### src/c8ex_pkg.sv
`timescale 1ns / 1ps
// Shared constants, opcode codes and transfer structs for the CHIP-8 execute block.
// No dependencies; every other file imports this package.
package c8ex_pkg;

    localparam int INSTR_W     = 16;
    localparam int PC_W        = 12;
    localparam int DATA_W      = 8;
    localparam int IDX_W       = 4;
    localparam int DEPTH_OUT_W = 5;
    localparam int NUM_V       = 16;

    localparam int STACK_DEPTH = 16;
    localparam int SP_W        = (STACK_DEPTH > 1) ? $clog2(STACK_DEPTH) : 1;
    localparam int CNT_W       = $clog2(STACK_DEPTH + 1);

    localparam logic [PC_W-1:0]    START_RESET = 12'h200;
    localparam logic [IDX_W-1:0]   VF_IDX      = 4'hF;
    localparam logic [INSTR_W-1:0] W_RET       = 16'h00EE;

    localparam logic [3:0] OP_SYS    = 4'h0;
    localparam logic [3:0] OP_JP     = 4'h1;
    localparam logic [3:0] OP_CALL   = 4'h2;
    localparam logic [3:0] OP_SE_K   = 4'h3;
    localparam logic [3:0] OP_SNE_K  = 4'h4;
    localparam logic [3:0] OP_SE_R   = 4'h5;
    localparam logic [3:0] OP_LD_K   = 4'h6;
    localparam logic [3:0] OP_ADD_K  = 4'h7;
    localparam logic [3:0] OP_ALU    = 4'h8;

    localparam logic [3:0] ALU_LD    = 4'h0;
    localparam logic [3:0] ALU_OR    = 4'h1;
    localparam logic [3:0] ALU_AND   = 4'h2;
    localparam logic [3:0] ALU_XOR   = 4'h3;
    localparam logic [3:0] ALU_ADD   = 4'h4;
    localparam logic [3:0] ALU_SUB   = 4'h5;
    localparam logic [3:0] ALU_SHR   = 4'h6;
    localparam logic [3:0] ALU_SUBN  = 4'h7;
    localparam logic [3:0] ALU_SHL   = 4'hE;

    typedef struct packed {
        logic [PC_W-1:0]   next_pc;
        logic              reg_written;
        logic [IDX_W-1:0]  reg_index;
        logic [DATA_W-1:0] reg_value;
        logic              flag_value;
        logic              skip_taken;
        logic              stack_error;
    } t_result;

    typedef struct packed {
        logic            push;
        logic            pop;
        logic [PC_W-1:0] push_addr;
    } t_stack_op;

    typedef struct packed {
        logic              we;
        logic [IDX_W-1:0]  idx;
        logic [DATA_W-1:0] data;
        logic              vf_we;
        logic [DATA_W-1:0] vf_data;
    } t_vwrite;

endpackage

### src/c8ex_if.sv
`timescale 1ns / 1ps
// Valid/ready channel interfaces for instruction input and execute result output.
// Depends on c8ex_pkg for field widths.
interface c8ex_in_if;
    import c8ex_pkg::*;
    logic               valid;
    logic               ready;
    logic [INSTR_W-1:0] instruction_word;
    modport source (output valid, output instruction_word, input ready);
    modport sink   (input valid, input instruction_word, output ready);
endinterface

interface c8ex_out_if;
    import c8ex_pkg::*;
    logic                   valid;
    logic                   ready;
    logic [PC_W-1:0]        next_pc;
    logic                   reg_written;
    logic [IDX_W-1:0]       reg_index;
    logic [DATA_W-1:0]      reg_value;
    logic                   flag_value;
    logic                   skip_taken;
    logic [DEPTH_OUT_W-1:0] stack_depth;
    logic                   stack_error;
    modport source (output valid, output next_pc, output reg_written, output reg_index,
                    output reg_value, output flag_value, output skip_taken,
                    output stack_depth, output stack_error, input ready);
    modport sink   (input valid, input next_pc, input reg_written, input reg_index,
                    input reg_value, input flag_value, input skip_taken,
                    input stack_depth, input stack_error, output ready);
endinterface

### src/chip8_control_and_alu_execute.sv
`timescale 1ns / 1ps
// Top level of the CHIP-8 execute block: input register, execute stage, result register.
// Depends on c8ex_pkg, c8ex_if, c8ex_exec, c8ex_vregs and c8ex_stack.

// Takes one CHIP-8 instruction word per transaction, fetched at the program counter
// reported by the previous result, and returns one result per instruction. Sustained
// rate is one instruction per clock while o_out.ready does not hold the output. Vx and
// Vy are read into registers when the word is accepted, along with the word; decode,
// ALU and writeback of PC, V registers and return stack then land in the result
// register when the execute stage advances. A new instruction is taken while the previous
// result still waits on the output. Writing the start address loads the program
// counter at once; after reset it is 0x200.
module chip8_control_and_alu_execute (
    input  logic                      i_clk,
    input  logic                      i_rst_n,
    input  logic                      i_cfg_wr_en,
    input  logic [c8ex_pkg::PC_W-1:0] i_cfg_wr_data,
    c8ex_in_if.sink                   i_in,
    c8ex_out_if.source                o_out
);
    import c8ex_pkg::*;

    logic                   r_ex_valid;
    logic [INSTR_W-1:0]     r_ex_word;
    logic                   r_out_valid;
    t_result                r_out;
    logic [DEPTH_OUT_W-1:0] r_out_depth;
    logic [PC_W-1:0]        r_pc;
    logic                   ex_adv;
    logic                   in_acc;
    logic [DATA_W-1:0]      vx;
    logic [DATA_W-1:0]      vy;
    logic [CNT_W-1:0]       count;
    logic [CNT_W-1:0]       n_count;
    logic [PC_W-1:0]        tos;
    t_result                res;
    t_vwrite                vwr;
    t_stack_op              sop;

    assign ex_adv     = r_ex_valid && (!r_out_valid || o_out.ready);
    assign i_in.ready = !r_ex_valid || ex_adv;
    assign in_acc     = i_in.valid && i_in.ready;

    c8ex_vregs u_vregs (
        .i_clk   (i_clk),
        .i_rst_n (i_rst_n),
        .i_wr_en (ex_adv),
        .i_wr    (vwr),
        .i_rd_en (in_acc),
        .i_rd_x  (i_in.instruction_word[11:8]),
        .i_rd_y  (i_in.instruction_word[7:4]),
        .o_vx    (vx),
        .o_vy    (vy)
    );

    c8ex_stack u_stack (
        .i_clk     (i_clk),
        .i_rst_n   (i_rst_n),
        .i_en      (ex_adv),
        .i_op      (sop),
        .o_count   (count),
        .o_n_count (n_count),
        .o_tos     (tos)
    );

    c8ex_exec u_exec (
        .i_word  (r_ex_word),
        .i_vx    (vx),
        .i_vy    (vy),
        .i_pc    (r_pc),
        .i_count (count),
        .i_tos   (tos),
        .o_res   (res),
        .o_vwr   (vwr),
        .o_sop   (sop)
    );

    always_ff @(posedge i_clk) begin
        if (!i_rst_n) begin
            r_ex_valid  <= 1'b0;
            r_out_valid <= 1'b0;
            r_pc        <= START_RESET;
        end else begin
            if (in_acc) begin
                r_ex_valid <= 1'b1;
            end else if (ex_adv) begin
                r_ex_valid <= 1'b0;
            end
            if (ex_adv) begin
                r_out_valid <= 1'b1;
            end else if (o_out.ready) begin
                r_out_valid <= 1'b0;
            end
            if (i_cfg_wr_en) begin
                r_pc <= i_cfg_wr_data;
            end else if (ex_adv) begin
                r_pc <= res.next_pc;
            end
        end
    end

    always_ff @(posedge i_clk) begin
        if (in_acc) begin
            r_ex_word <= i_in.instruction_word;
        end
        if (ex_adv) begin
            r_out       <= res;
            r_out_depth <= DEPTH_OUT_W'(n_count);
        end
    end

    assign o_out.valid       = r_out_valid;
    assign o_out.next_pc     = r_out.next_pc;
    assign o_out.reg_written = r_out.reg_written;
    assign o_out.reg_index   = r_out.reg_index;
    assign o_out.reg_value   = r_out.reg_value;
    assign o_out.flag_value  = r_out.flag_value;
    assign o_out.skip_taken  = r_out.skip_taken;
    assign o_out.stack_depth = r_out_depth;
    assign o_out.stack_error = r_out.stack_error;

`ifndef SYNTHESIS
    a_count_bound: assert property (@(posedge i_clk) disable iff (!i_rst_n)
        count <= CNT_W'(STACK_DEPTH))
        else $error("return stack count beyond depth");

    a_err_holds_stack: assert property (@(posedge i_clk) disable iff (!i_rst_n)
        ex_adv && res.stack_error |=> count == $past(count))
        else $error("stack changed on stack error");

    a_ex_hold: assert property (@(posedge i_clk) disable iff (!i_rst_n)
        r_ex_valid && !ex_adv |=> r_ex_valid && $stable(r_ex_word))
        else $error("stalled instruction lost");

    a_skip_no_write: assert property (@(posedge i_clk) disable iff (!i_rst_n)
        r_out_valid && r_out.skip_taken |-> !r_out.reg_written && !r_out.stack_error)
        else $error("skip result also wrote state");
`endif

endmodule

### src/c8ex_exec.sv
`timescale 1ns / 1ps
// Decode, ALU, skip and branch logic for one instruction word.
// Depends on c8ex_pkg; produces result, V register write and stack operation.
module c8ex_exec (
    input  logic [c8ex_pkg::INSTR_W-1:0] i_word,
    input  logic [c8ex_pkg::DATA_W-1:0]  i_vx,
    input  logic [c8ex_pkg::DATA_W-1:0]  i_vy,
    input  logic [c8ex_pkg::PC_W-1:0]    i_pc,
    input  logic [c8ex_pkg::CNT_W-1:0]   i_count,
    input  logic [c8ex_pkg::PC_W-1:0]    i_tos,
    output c8ex_pkg::t_result            o_res,
    output c8ex_pkg::t_vwrite            o_vwr,
    output c8ex_pkg::t_stack_op          o_sop
);
    import c8ex_pkg::*;

    logic [3:0]        op;
    logic [IDX_W-1:0]  x;
    logic [3:0]        n;
    logic [DATA_W-1:0] kk;
    logic [PC_W-1:0]   nnn;
    logic [PC_W-1:0]   pc2;
    logic [PC_W-1:0]   next;
    logic [DATA_W:0]   sum;
    logic              written;
    logic              has_flag;
    logic              flag;
    logic              skip;
    logic              err;
    logic              push;
    logic              pop;
    logic [DATA_W-1:0] result;

    assign op  = i_word[15:12];
    assign x   = i_word[11:8];
    assign n   = i_word[3:0];
    assign kk  = i_word[7:0];
    assign nnn = i_word[PC_W-1:0];
    assign pc2 = i_pc + PC_W'(2);
    assign sum = {1'b0, i_vx} + {1'b0, i_vy};

    always_comb begin
        next     = pc2;
        written  = 1'b0;
        has_flag = 1'b0;
        flag     = 1'b0;
        skip     = 1'b0;
        err      = 1'b0;
        push     = 1'b0;
        pop      = 1'b0;
        result   = '0;
        case (op)
            OP_SYS: begin
                if (i_word == W_RET) begin
                    if (i_count == '0) begin
                        err = 1'b1;
                    end else begin
                        pop  = 1'b1;
                        next = i_tos;
                    end
                end
            end
            OP_JP: begin
                next = nnn;
            end
            OP_CALL: begin
                if (i_count >= CNT_W'(STACK_DEPTH)) begin
                    err = 1'b1;
                end else begin
                    push = 1'b1;
                    next = nnn;
                end
            end
            OP_SE_K:  skip = (i_vx == kk);
            OP_SNE_K: skip = (i_vx != kk);
            OP_SE_R:  skip = (n == 4'h0) && (i_vx == i_vy);
            OP_LD_K: begin
                written = 1'b1;
                result  = kk;
            end
            OP_ADD_K: begin
                written = 1'b1;
                result  = i_vx + kk;
            end
            OP_ALU: begin
                written = 1'b1;
                case (n)
                    ALU_LD:  result = i_vy;
                    ALU_OR:  result = i_vx | i_vy;
                    ALU_AND: result = i_vx & i_vy;
                    ALU_XOR: result = i_vx ^ i_vy;
                    ALU_ADD: begin
                        result   = sum[DATA_W-1:0];
                        flag     = sum[DATA_W];
                        has_flag = 1'b1;
                    end
                    ALU_SUB: begin
                        result   = i_vx - i_vy;
                        flag     = (i_vx >= i_vy);
                        has_flag = 1'b1;
                    end
                    ALU_SHR: begin
                        result   = i_vx >> 1;
                        flag     = i_vx[0];
                        has_flag = 1'b1;
                    end
                    ALU_SUBN: begin
                        result   = i_vy - i_vx;
                        flag     = (i_vy >= i_vx);
                        has_flag = 1'b1;
                    end
                    ALU_SHL: begin
                        result   = i_vx << 1;
                        flag     = i_vx[DATA_W-1];
                        has_flag = 1'b1;
                    end
                    default: written = 1'b0;
                endcase
            end
            default: ;
        endcase
        if (skip) begin
            next = pc2 + PC_W'(2);
        end
    end

    assign o_res.next_pc     = next;
    assign o_res.reg_written = written;
    assign o_res.reg_index   = written ? x : '0;
    assign o_res.reg_value   = written ? result : '0;
    assign o_res.flag_value  = has_flag & flag;
    assign o_res.skip_taken  = skip;
    assign o_res.stack_error = err;

    assign o_vwr.we      = written && (x != VF_IDX);
    assign o_vwr.idx     = x;
    assign o_vwr.data    = result;
    assign o_vwr.vf_we   = has_flag || (written && (x == VF_IDX));
    assign o_vwr.vf_data = has_flag ? DATA_W'(flag) : result;

    assign o_sop.push      = push;
    assign o_sop.pop       = pop;
    assign o_sop.push_addr = pc2;

endmodule

### src/c8ex_vregs.sv
`timescale 1ns / 1ps
// V register file: V0..VE in a memory with valid bits, VF in its own register.
// Registered read of Vx/Vy with write bypass. Depends on c8ex_pkg.
module c8ex_vregs (
    input  logic                        i_clk,
    input  logic                        i_rst_n,
    input  logic                        i_wr_en,
    input  c8ex_pkg::t_vwrite           i_wr,
    input  logic                        i_rd_en,
    input  logic [c8ex_pkg::IDX_W-1:0]  i_rd_x,
    input  logic [c8ex_pkg::IDX_W-1:0]  i_rd_y,
    output logic [c8ex_pkg::DATA_W-1:0] o_vx,
    output logic [c8ex_pkg::DATA_W-1:0] o_vy
);
    import c8ex_pkg::*;

    logic [DATA_W-1:0] mem [NUM_V];
    logic [NUM_V-1:0]  r_valid;
    logic [DATA_W-1:0] r_vf;
    logic [DATA_W-1:0] n_vf;
    logic [DATA_W-1:0] r_x_mem;
    logic [DATA_W-1:0] r_y_mem;
    logic              r_x_alt;
    logic              r_y_alt;
    logic [DATA_W-1:0] r_x_alt_val;
    logic [DATA_W-1:0] r_y_alt_val;
    logic              we;
    logic              x_hit;
    logic              y_hit;
    logic              n_x_alt;
    logic              n_y_alt;
    logic [DATA_W-1:0] n_x_alt_val;
    logic [DATA_W-1:0] n_y_alt_val;

    assign we    = i_wr_en && i_wr.we;
    assign n_vf  = (i_wr_en && i_wr.vf_we) ? i_wr.vf_data : r_vf;
    assign x_hit = we && (i_wr.idx == i_rd_x);
    assign y_hit = we && (i_wr.idx == i_rd_y);

    assign n_x_alt     = (i_rd_x == VF_IDX) || x_hit || !r_valid[i_rd_x];
    assign n_y_alt     = (i_rd_y == VF_IDX) || y_hit || !r_valid[i_rd_y];
    assign n_x_alt_val = (i_rd_x == VF_IDX) ? n_vf : (x_hit ? i_wr.data : '0);
    assign n_y_alt_val = (i_rd_y == VF_IDX) ? n_vf : (y_hit ? i_wr.data : '0);

    always_ff @(posedge i_clk) begin
        if (!i_rst_n) begin
            r_valid <= '0;
            r_vf    <= '0;
        end else begin
            r_vf <= n_vf;
            if (we) begin
                r_valid[i_wr.idx] <= 1'b1;
            end
        end
    end

    always_ff @(posedge i_clk) begin
        if (we) begin
            mem[i_wr.idx] <= i_wr.data;
        end
        if (i_rd_en) begin
            r_x_mem     <= mem[i_rd_x];
            r_y_mem     <= mem[i_rd_y];
            r_x_alt     <= n_x_alt;
            r_y_alt     <= n_y_alt;
            r_x_alt_val <= n_x_alt_val;
            r_y_alt_val <= n_y_alt_val;
        end
    end

    assign o_vx = r_x_alt ? r_x_alt_val : r_x_mem;
    assign o_vy = r_y_alt ? r_y_alt_val : r_y_mem;

endmodule

### src/c8ex_stack.sv
`timescale 1ns / 1ps
// Return stack: entry memory, fill count and registered top-of-stack.
// Depends on c8ex_pkg for depth and widths.
module c8ex_stack (
    input  logic                       i_clk,
    input  logic                       i_rst_n,
    input  logic                       i_en,
    input  c8ex_pkg::t_stack_op        i_op,
    output logic [c8ex_pkg::CNT_W-1:0] o_count,
    output logic [c8ex_pkg::CNT_W-1:0] o_n_count,
    output logic [c8ex_pkg::PC_W-1:0]  o_tos
);
    import c8ex_pkg::*;

    logic [PC_W-1:0]  mem [STACK_DEPTH];
    logic [CNT_W-1:0] r_count;
    logic [CNT_W-1:0] n_count;
    logic [CNT_W-1:0] below_top;
    logic [PC_W-1:0]  r_tos;

    assign below_top = r_count - CNT_W'(2);

    always_comb begin
        n_count = r_count;
        if (i_en && i_op.push) begin
            n_count = r_count + CNT_W'(1);
        end else if (i_en && i_op.pop) begin
            n_count = r_count - CNT_W'(1);
        end
    end

    always_ff @(posedge i_clk) begin
        if (!i_rst_n) begin
            r_count <= '0;
        end else begin
            r_count <= n_count;
        end
    end

    always_ff @(posedge i_clk) begin
        if (i_en && i_op.push) begin
            mem[r_count[SP_W-1:0]] <= i_op.push_addr;
            r_tos                  <= i_op.push_addr;
        end else if (i_en && i_op.pop) begin
            r_tos <= mem[below_top[SP_W-1:0]];
        end
    end

    assign o_count   = r_count;
    assign o_n_count = n_count;
    assign o_tos     = r_tos;

endmodule

### src/flat_wrapper.sv
// flat-port wrapper written by rule: the top's interface ports become plain ports
module chip8_control_and_alu_execute_flat import c8ex_pkg::*;
  (i_clk, i_rst_n, i_cfg_wr_en, i_cfg_wr_data, i_in_valid, i_in_instruction_word, i_in_ready, o_out_valid, o_out_next_pc, o_out_reg_written, o_out_reg_index, o_out_reg_value, o_out_flag_value, o_out_skip_taken, o_out_stack_depth, o_out_stack_error, o_out_ready);
  c8ex_in_if i_in_i ();
  c8ex_out_if o_out_i ();
  input  logic i_clk;
  input  logic i_rst_n;
  input  logic i_cfg_wr_en;
  input  logic [c8ex_pkg::PC_W-1:0] i_cfg_wr_data;
  input wire logic [$bits(i_in_i.valid)-1:0] i_in_valid;
  input wire logic [$bits(i_in_i.instruction_word)-1:0] i_in_instruction_word;
  output wire logic [$bits(i_in_i.ready)-1:0] i_in_ready;
  output wire logic [$bits(o_out_i.valid)-1:0] o_out_valid;
  output wire logic [$bits(o_out_i.next_pc)-1:0] o_out_next_pc;
  output wire logic [$bits(o_out_i.reg_written)-1:0] o_out_reg_written;
  output wire logic [$bits(o_out_i.reg_index)-1:0] o_out_reg_index;
  output wire logic [$bits(o_out_i.reg_value)-1:0] o_out_reg_value;
  output wire logic [$bits(o_out_i.flag_value)-1:0] o_out_flag_value;
  output wire logic [$bits(o_out_i.skip_taken)-1:0] o_out_skip_taken;
  output wire logic [$bits(o_out_i.stack_depth)-1:0] o_out_stack_depth;
  output wire logic [$bits(o_out_i.stack_error)-1:0] o_out_stack_error;
  input wire logic [$bits(o_out_i.ready)-1:0] o_out_ready;
  assign i_in_i.valid = i_in_valid;
  assign i_in_i.instruction_word = i_in_instruction_word;
  assign i_in_ready = i_in_i.ready;
  assign o_out_valid = o_out_i.valid;
  assign o_out_next_pc = o_out_i.next_pc;
  assign o_out_reg_written = o_out_i.reg_written;
  assign o_out_reg_index = o_out_i.reg_index;
  assign o_out_reg_value = o_out_i.reg_value;
  assign o_out_flag_value = o_out_i.flag_value;
  assign o_out_skip_taken = o_out_i.skip_taken;
  assign o_out_stack_depth = o_out_i.stack_depth;
  assign o_out_stack_error = o_out_i.stack_error;
  assign o_out_i.ready = o_out_ready;
  chip8_control_and_alu_execute u_core (.i_clk(i_clk), .i_rst_n(i_rst_n), .i_cfg_wr_en(i_cfg_wr_en), .i_cfg_wr_data(i_cfg_wr_data), .i_in(i_in_i), .o_out(o_out_i));
endmodule
### config.mk
export PLATFORM = sky130hd
export DESIGN_NAME = chip8_control_and_alu_execute_flat
export DESIGN_NICKNAME = d
export VERILOG_FILES = /design/src/c8ex_pkg.sv /design/src/c8ex_if.sv /design/src/chip8_control_and_alu_execute.sv /design/src/c8ex_exec.sv /design/src/c8ex_vregs.sv /design/src/c8ex_stack.sv /design/src/flat_wrapper.sv
export SDC_FILE = /design/constraint.sdc
export NUM_CORES = 1
export LEC_CHECK = 0
export ABC_AREA = 1
export BUFFER_PORTS_ARGS = -buffer_cell sky130_fd_sc_hd__clkbuf_2
export CAP_MARGIN = 25
export CORE_UTILIZATION = 38
export CTS_CLUSTER_DIAMETER = 100
export DETAILED_ROUTE_END_ITERATION = 10
export PLACE_DENSITY = 0.57
export RECOVER_POWER = 25
export SYNTH_ARGS = -nofsm -noshare
export SYNTH_HDL_FRONTEND = slang
export SYNTH_HIERARCHICAL = 1
export SYNTH_SLANG_ARGS = --single-unit
### constraint.sdc
create_clock -name i_clk -period 4.8 [get_ports i_clk]
set_input_delay 0.96 -clock i_clk [delete_from_list [all_inputs] [get_ports i_clk]]
set_output_delay 0.96 -clock i_clk [all_outputs]
set_load 0.005 [all_outputs]
After elaboration in Yosys (flattened, before gate mapping)

Memory sizes are Yosys's and may differ from the RTL's. A register that Yosys moved wholly into a read port is not among the register bits.
Index checks and enable logic that the tools add are counted.

Bits in registers: 122
Bits in writable memories: 320
Input bits: 33
Memories kept: 2
Word-level logic and storage cells: 153
Output and inout port bits: 35

Muxes and demuxes: 51
Eq/ne operators: 26
Reductions and logical operators: 33
Add/subtract/negate cells: 9
$lt $le $gt $ge: 7
Bitwise gates (word level): 5

Memories:

| name               | words | bits a word | rd ports | clocked after memory_dff | wr ports | RTL line         | text |
|---|---|---|---|---|---|---|---|
| u_core.u_stack.mem | 16    | 12          | 1        | 0                        | 1        | c8ex_stack.sv:15 | `logic [PC_W-1:0] mem [STACK_DEPTH];` |
| u_core.u_vregs.mem | 16    | 8           | 2        | 2                        | 1        | c8ex_vregs.sv:17 | `logic [DATA_W-1:0] mem [NUM_V];` |

Operators by type and width:

| operator                                           | number |
|---|---|
| two-way mux 12 bit                                 | 8 |
| one-hot mux 8 bit (9 select lines)                 | 1 |
| two-way mux 8 bit                                  | 8 |
| one-hot mux 12 bit (3 select lines)                | 1 |
| == test 4 x 3 -> 1 bit, second input constant      | 8 |
| adder 12 x 2 -> 12 bit, second input constant      | 2 |
| one-hot mux 8 bit (3 select lines)                 | 1 |
| two-way mux 1 bit                                  | 23 |
| == test 4 bit, second input constant               | 5 |
| == test 16 x 8 -> 1 bit, second input constant     | 1 |
| == test 4 x 2 -> 1 bit, second input constant      | 4 |
| == test 8 bit                                      | 2 |
| greater-or-equal comparator 8 bit                  | 2 |
| OR 16 bit                                          | 1 |
| subtractor 8 bit                                   | 2 |
| < comparator 4 x 5 -> 1 bit, second input constant | 3 |
| logical AND 1 bit                                  | 12 |
| two-way mux 5 bit                                  | 2 |
| adder 8 x 8 -> 9 bit                               | 1 |
| OR reduction 9 bit                                 | 1 |
| adder 8 bit                                        | 1 |
| bitwise AND 8 bit                                  | 1 |
| binary-select mux 1 bit (select 4 bit)             | 2 |
| == test 4 x 1 -> 1 bit, second input constant      | 2 |
| 22 further kinds                                   | 37 |

Depth between registers and ports, before layout

Depth after elaboration: 9
Mapped depth: 20
Gate-level depth less buffers: 18

By module

The synthesis kept the hierarchy.

Modules (own cells, without submodules):

| module                        | seq. area each (um^2) | cells an instance | instances | area each (um^2) |
|---|---|---|---|---|
| c8ex_vregs                    | 5345.1                | 1010              | 1         | 9137.5 |
| c8ex_stack                    | 6226.0                | 766               | 1         | 8668.3 |
| c8ex_exec                     | 0.0                   | 620               | 1         | 3409.5 |
| chip8_control_and_alu_execute | 1751.7                | 176               | 1         | 2239.6 |

Worst setup path after synthesis

No wires, ideal clock.

Kind: input-to-reg
Start point: in o_out_ready
End point: reg u_core.r_out_depth[4], in the netlist u_core/o_out.stack_depth[4], data pin
Slack: 1.068 ns
Library setup time: 0.260 ns
Buffers on the path: 1
Data required time: 4.540 ns
Data arrival time: 3.473 ns
Cell stages on the path: 11
Path through: inv_1 > nand2_1 > nand2_2 > buf_6 > inv_1 > nand2_1 > inv_2 > nand2_1 > nor2_1 > nand3b_1 > nand2_1

Word-level cells in the longest chain between the ends: 5
Elaborated cells between the ends (all ways): 6
Classes of those cells: mux: 2; reduce/logical: 4

RTL lines:

| item                   | RTL line                             | text |
|---|---|---|
| start: declaration     | flat_wrapper.sv:22                   | `input wire logic [$bits(o_out_i.ready)-1:0] o_out_ready;` |
| logical OR 1 bit (*)   | chip8_control_and_alu_execute.sv:40  | `assign ex_adv = r_ex_valid && (!r_out_valid \|\| o_out.ready);` |
| logical AND 1 bit (*)  | chip8_control_and_alu_execute.sv:40  |  |
| via u_core.ex_adv      | chip8_control_and_alu_execute.sv:29  | `logic ex_adv;` |
| logical AND 1 bit      | c8ex_stack.sv:27                     | `end else if (i_en && i_op.pop) begin` |
| two-way mux 5 bit      | c8ex_stack.sv:27                     |  |
| two-way mux 5 bit (*)  | c8ex_stack.sv:25                     | `if (i_en && i_op.push) begin` |
| via u_core.n_count[4]  | chip8_control_and_alu_execute.sv:34  | `logic [CNT_W-1:0] n_count;` |
| end signal: assignment | chip8_control_and_alu_execute.sv:108 | `r_out_depth <= DEPTH_OUT_W'(n_count);` |
| end: declaration       | chip8_control_and_alu_execute.sv:27  | `logic [DEPTH_OUT_W-1:0] r_out_depth;` |

Mark *: on every way through the listed nets, which the timed path passes. The rest lies on a longest branch.
A chain may end at the register's enable or synchronous reset.

Worst setup path after layout

Start point: in o_out_ready
End point: mem u_core.u_stack.mem[15][7], enable pin

Word-level cells in the longest chain between the ends: 5

RTL lines:

| item                                    | RTL line                            | text |
|---|---|---|
| logical OR 1 bit                        | chip8_control_and_alu_execute.sv:40 |  |
| logical AND 1 bit                       | chip8_control_and_alu_execute.sv:40 |  |
| via u_core.ex_adv                       | chip8_control_and_alu_execute.sv:29 |  |
| logical AND 1 bit                       | c8ex_stack.sv:41                    | `if (i_en && i_op.push) begin` |
| two-way mux 1 bit                       | c8ex_stack.sv:41                    |  |
| two-way mux 1 bit (not written as such) | c8ex_stack.sv:42                    | `mem[r_count[SP_W-1:0]] <= i_op.push_addr;` |
| end: declaration                        | c8ex_stack.sv:15                    |  |

The timed path passes the listed nets, and every way through them passes these cells.

==> run_results.csv <==
group,metric,value,unit
cts,root_buffer,"clkbuf_16",
timing,setup_viol,0,
die,initial_core_util,0.386,
timing,skew,0.0370,ns
cts,clockBufferDepth,3,
critical_path,path_class,"primary input to flop",
critical_path,crit_path_end_kind,"flop",
routing,ant_nets,0,
critical_path,cp_cell_sequence,"clkbuf_2 > inv_1 > nand2_1 > nand2_1 > inv_1 > clkbuf_1 > nand2_1 > inv_2 > nand2_1 > nor2_1 > buf_4",
global_route,gr-usage-all-layers,0.220,
timing,fin_crit,4.04,ns
place,gp_congestion,0.956,
synth,synth_most_common_cell,"nand2_1",
timing,maxSlewHeadroom,-0.704,
synth,yosysTopAreaCell,"edfxtp_1",
critical_path,worstPathRequired,5.10,ns
critical_path,crit_family,"simple AND/OR/NAND/NOR gates",
place,dp_hpwl,46.1,mm
global_route,overflow,0,
timing,finalHoldViolCount,0,
synth,ys_types,52,
place,dpl_worst_slack,1.00,ns
timing,fmax,0.247,GHz
critical_path,worstPathArrival,4.34,ns
routing,wirelength,69.6,mm
critical_path,max_stage_delay,0.68,ns
die,die_h,250,µm
finish,antenna_cells,0,
die,dieArea,62700,µm²
cts,clk-insertion-delay-late,0.60,ns
critical_path,critPathMaxFanout,26,
power_and_ir_drop,total_power,9.21,mW
cts,h-tree-depth,2,
cts,clkTransAtPathRegs,0.06,ns
finish,layout-drive-gt1-share,0.0926,
synth,synth-seq-cells,458,
die,core,60700,µm²
synth,yosys-top-cells-count,"nand2_1, edfxtp_1, nand3_1",
die,fp-row-count,90,
finish,regArea,13300,µm²
synth,syn-cell-area,23500,µm²
cts,postCtsHoldBufs,0,
critical_path,start_kind,"primary input",
finish,finalNetCount,2703,
status,violations,"max-capacitance violations, max-slew violations",
global_route,grt_first_pass_wirelength,106,mm
cts,cts_setup_buffers,0,
synth,syn_nets,2659,
routing,drc,0,
cts,cts_buffers,50,
synth,yosysSeqAreaShare,0.568,
routing,wire_per_inst,20.2,µm
status,status,"complete, but fails checks",
synth,synth-edff-count,415,
die,io_pins,68,
finish,layout-area-overhead-vs-synth,10.9,%
routing,drtIter0Drc,1890,
global_route,grt_max_degree,71,
synth,syn_inst,2572,
routing,via_per_inst,5.31,
cts,cts_tree,"yes",
power_and_ir_drop,peakVddDrop,0.220,mV
synth,yosysTopAreaCellShare,0.531,
finish,fill_cells,5937,
global_route,grt_pass1_vias,17400,
timing,finalMaxSlewViolations,187,
routing,vias,18300,
synth,synth_ff_type,"edfxtp_1",
critical_path,cpMostUsedCell,"nand2_1",
die,die_w,250,µm
finish,multiInputGateArea,8550,µm²
synth,ys.warnings.count,6,
cts,cts.sinks,458,
critical_path,worst-path-buf-inv,6,
timing,finalCritPeriodShare,0.842,
power_and_ir_drop,power_density,354,nW/µm²
synth,yosys-top-cells-area,"edfxtp_1, nand2_1, nand3_1",
timing,grt_setup_unrepaired,"false",
place,port_buffers,67,
critical_path,critPathSlowestCell,"clkbuf_1",
global_route,antenna_found_initial,1,
power_and_ir_drop,p_leak,10.7,nW
timing,setup_tns,0,ns
job,drv_cap,5,
timing,worst_pin_slew,2.56,ns
min_path,hp-class,"flop to flop",
timing,setup_ws,0.758,ns
synth,avgSynthCellArea,9.12,µm²
synth,ys_async_sr_fraction,0,
cts,cts_resized,0,
routing,drt-pass1-iter-count,6,
-- placed cells by master (no fill, tap or decap), types with 10 or more instances in the layout --
cell type / synthesis / routed
a21oi_1: 103 / 103
buf_4: 14 / 36
clkbuf_1: 25 / 31
clkbuf_16: 0 / 51
clkbuf_2: 0 / 51
clkinv_1: 4 / 19
clkinv_2: 0 / 10
dfxtp_1: 43 / 41
edfxtp_1: 415 / 415
ha_1: 50 / 50
inv_1: 216 / 216
inv_2: 18 / 18
mux2_2: 16 / 16
nand2_1: 808 / 810
nand3_1: 283 / 283
nand4_1: 25 / 25
nor2_1: 169 / 171
nor3_1: 17 / 17
o211ai_1: 38 / 38
o21ai_0: 92 / 92
o21ai_1: 18 / 18
o22ai_1: 23 / 23
or2_2: 10 / 10
-- worst paths after layout --
check	slack (ns)	endpoint	depth (start not counted)	startpoint
setup / recovery	0.76	u_core/u_stack/mem[15][7]	11	o_out_ready
hold / removal	0.47	u_core/u_vregs/r_valid[15]	2	u_core/u_vregs/r_valid[15]
setup reg to reg	0.91	u_core/u_stack/mem[15][7]	9	u_core/o_out.valid
hold reg to reg	0.47	u_core/u_vregs/r_valid[15]	2	u_core/u_vregs/r_valid[15]
-- per-stage QoR --
stage                util  cells  hold slack [ns]  area (µm²)
floorplan               -   2572            0.440       23500
global placement    0.402   3342            0.455       24400
detailed placement  0.403   3343            0.462       24500
CTS                 0.429   3436            0.473       26000
global route        0.429   3439            0.504       26000
finish              0.429   3439            0.471       26000
-- layer usage --
metal	vias up	track usage	part of all wire
met5	-	0	0.00010
met4	2	0.0740	0.029
met3	102	0.0364	0.070
met2	644	0.336	0.44
met1	8803	0.316	0.46
li1	8722	-	-
-- logic make-up (layout without fill, tap and decap cells) --
logic type      after synthesis  in the layout  share of synthesized area
compound gates              305            305                     0.0741
xor+xnor                     14             14                    0.00523
fa+ha+maj                    54             54                     0.0301
buf+inv                     359            444                     0.0666
flops                       458            458                      0.568
mux                          16             16                    0.00768
simple gates               1366           1366                      0.248
-- flip-flops by register name, summed over array words and instances (netlist names), 4 cells and up --
register / count
u_core/u_vregs/r_x_alt_val: 8
u_core/u_vregs/r_valid: 16
u_core/u_vregs/r_y_mem: 8
u_core/u_vregs/r_y_alt_val: 8
u_core/u_stack/o_count: 5
u_core/o_out.reg_index: 4
u_core/r_ex_word: 16
u_core/o_out.stack_depth: 5
u_core/u_stack/o_tos: 12
u_core/u_vregs/r_vf: 8
u_core/o_out.reg_value: 8
u_core/u_vregs/mem: 128
u_core/o_out.next_pc: 12
u_core/u_stack/mem: 192
u_core/u_vregs/r_x_mem: 8
u_core/r_pc: 12
-- power by group --
| group | switching [mW] | internal [mW] |
|---|---|---|
| sequential | 0.0587 | 4.44 |
| clock | 1.59 | 2.21 |
| combinational | 0.666 | 0.252 |
-- worst register-to-register path: stages (launching register included) --
cell and delay (ns):
dfxtp_1 0.32, nand2_1 0.08, nand2_1 0.52, inv_1 0.24, clkbuf_1 0.68, nand2_1 0.49, inv_2 0.38, nand2_1 0.20
nor2_1 0.43, buf_4 0.28
-- cell type report --
class / instances / area share
clock inverters: 34 / 0.0111
flip-flops and latches: 458 / 0.512
inverters: 239 / 0.0346
repair buffers: 112 / 0.0252
multi-input cells: 1755 / 0.329
well taps: 782 / 0.0376
clock buffers: 59 / 0.0502
Note: power is estimated with default switching activity, not from simulation.
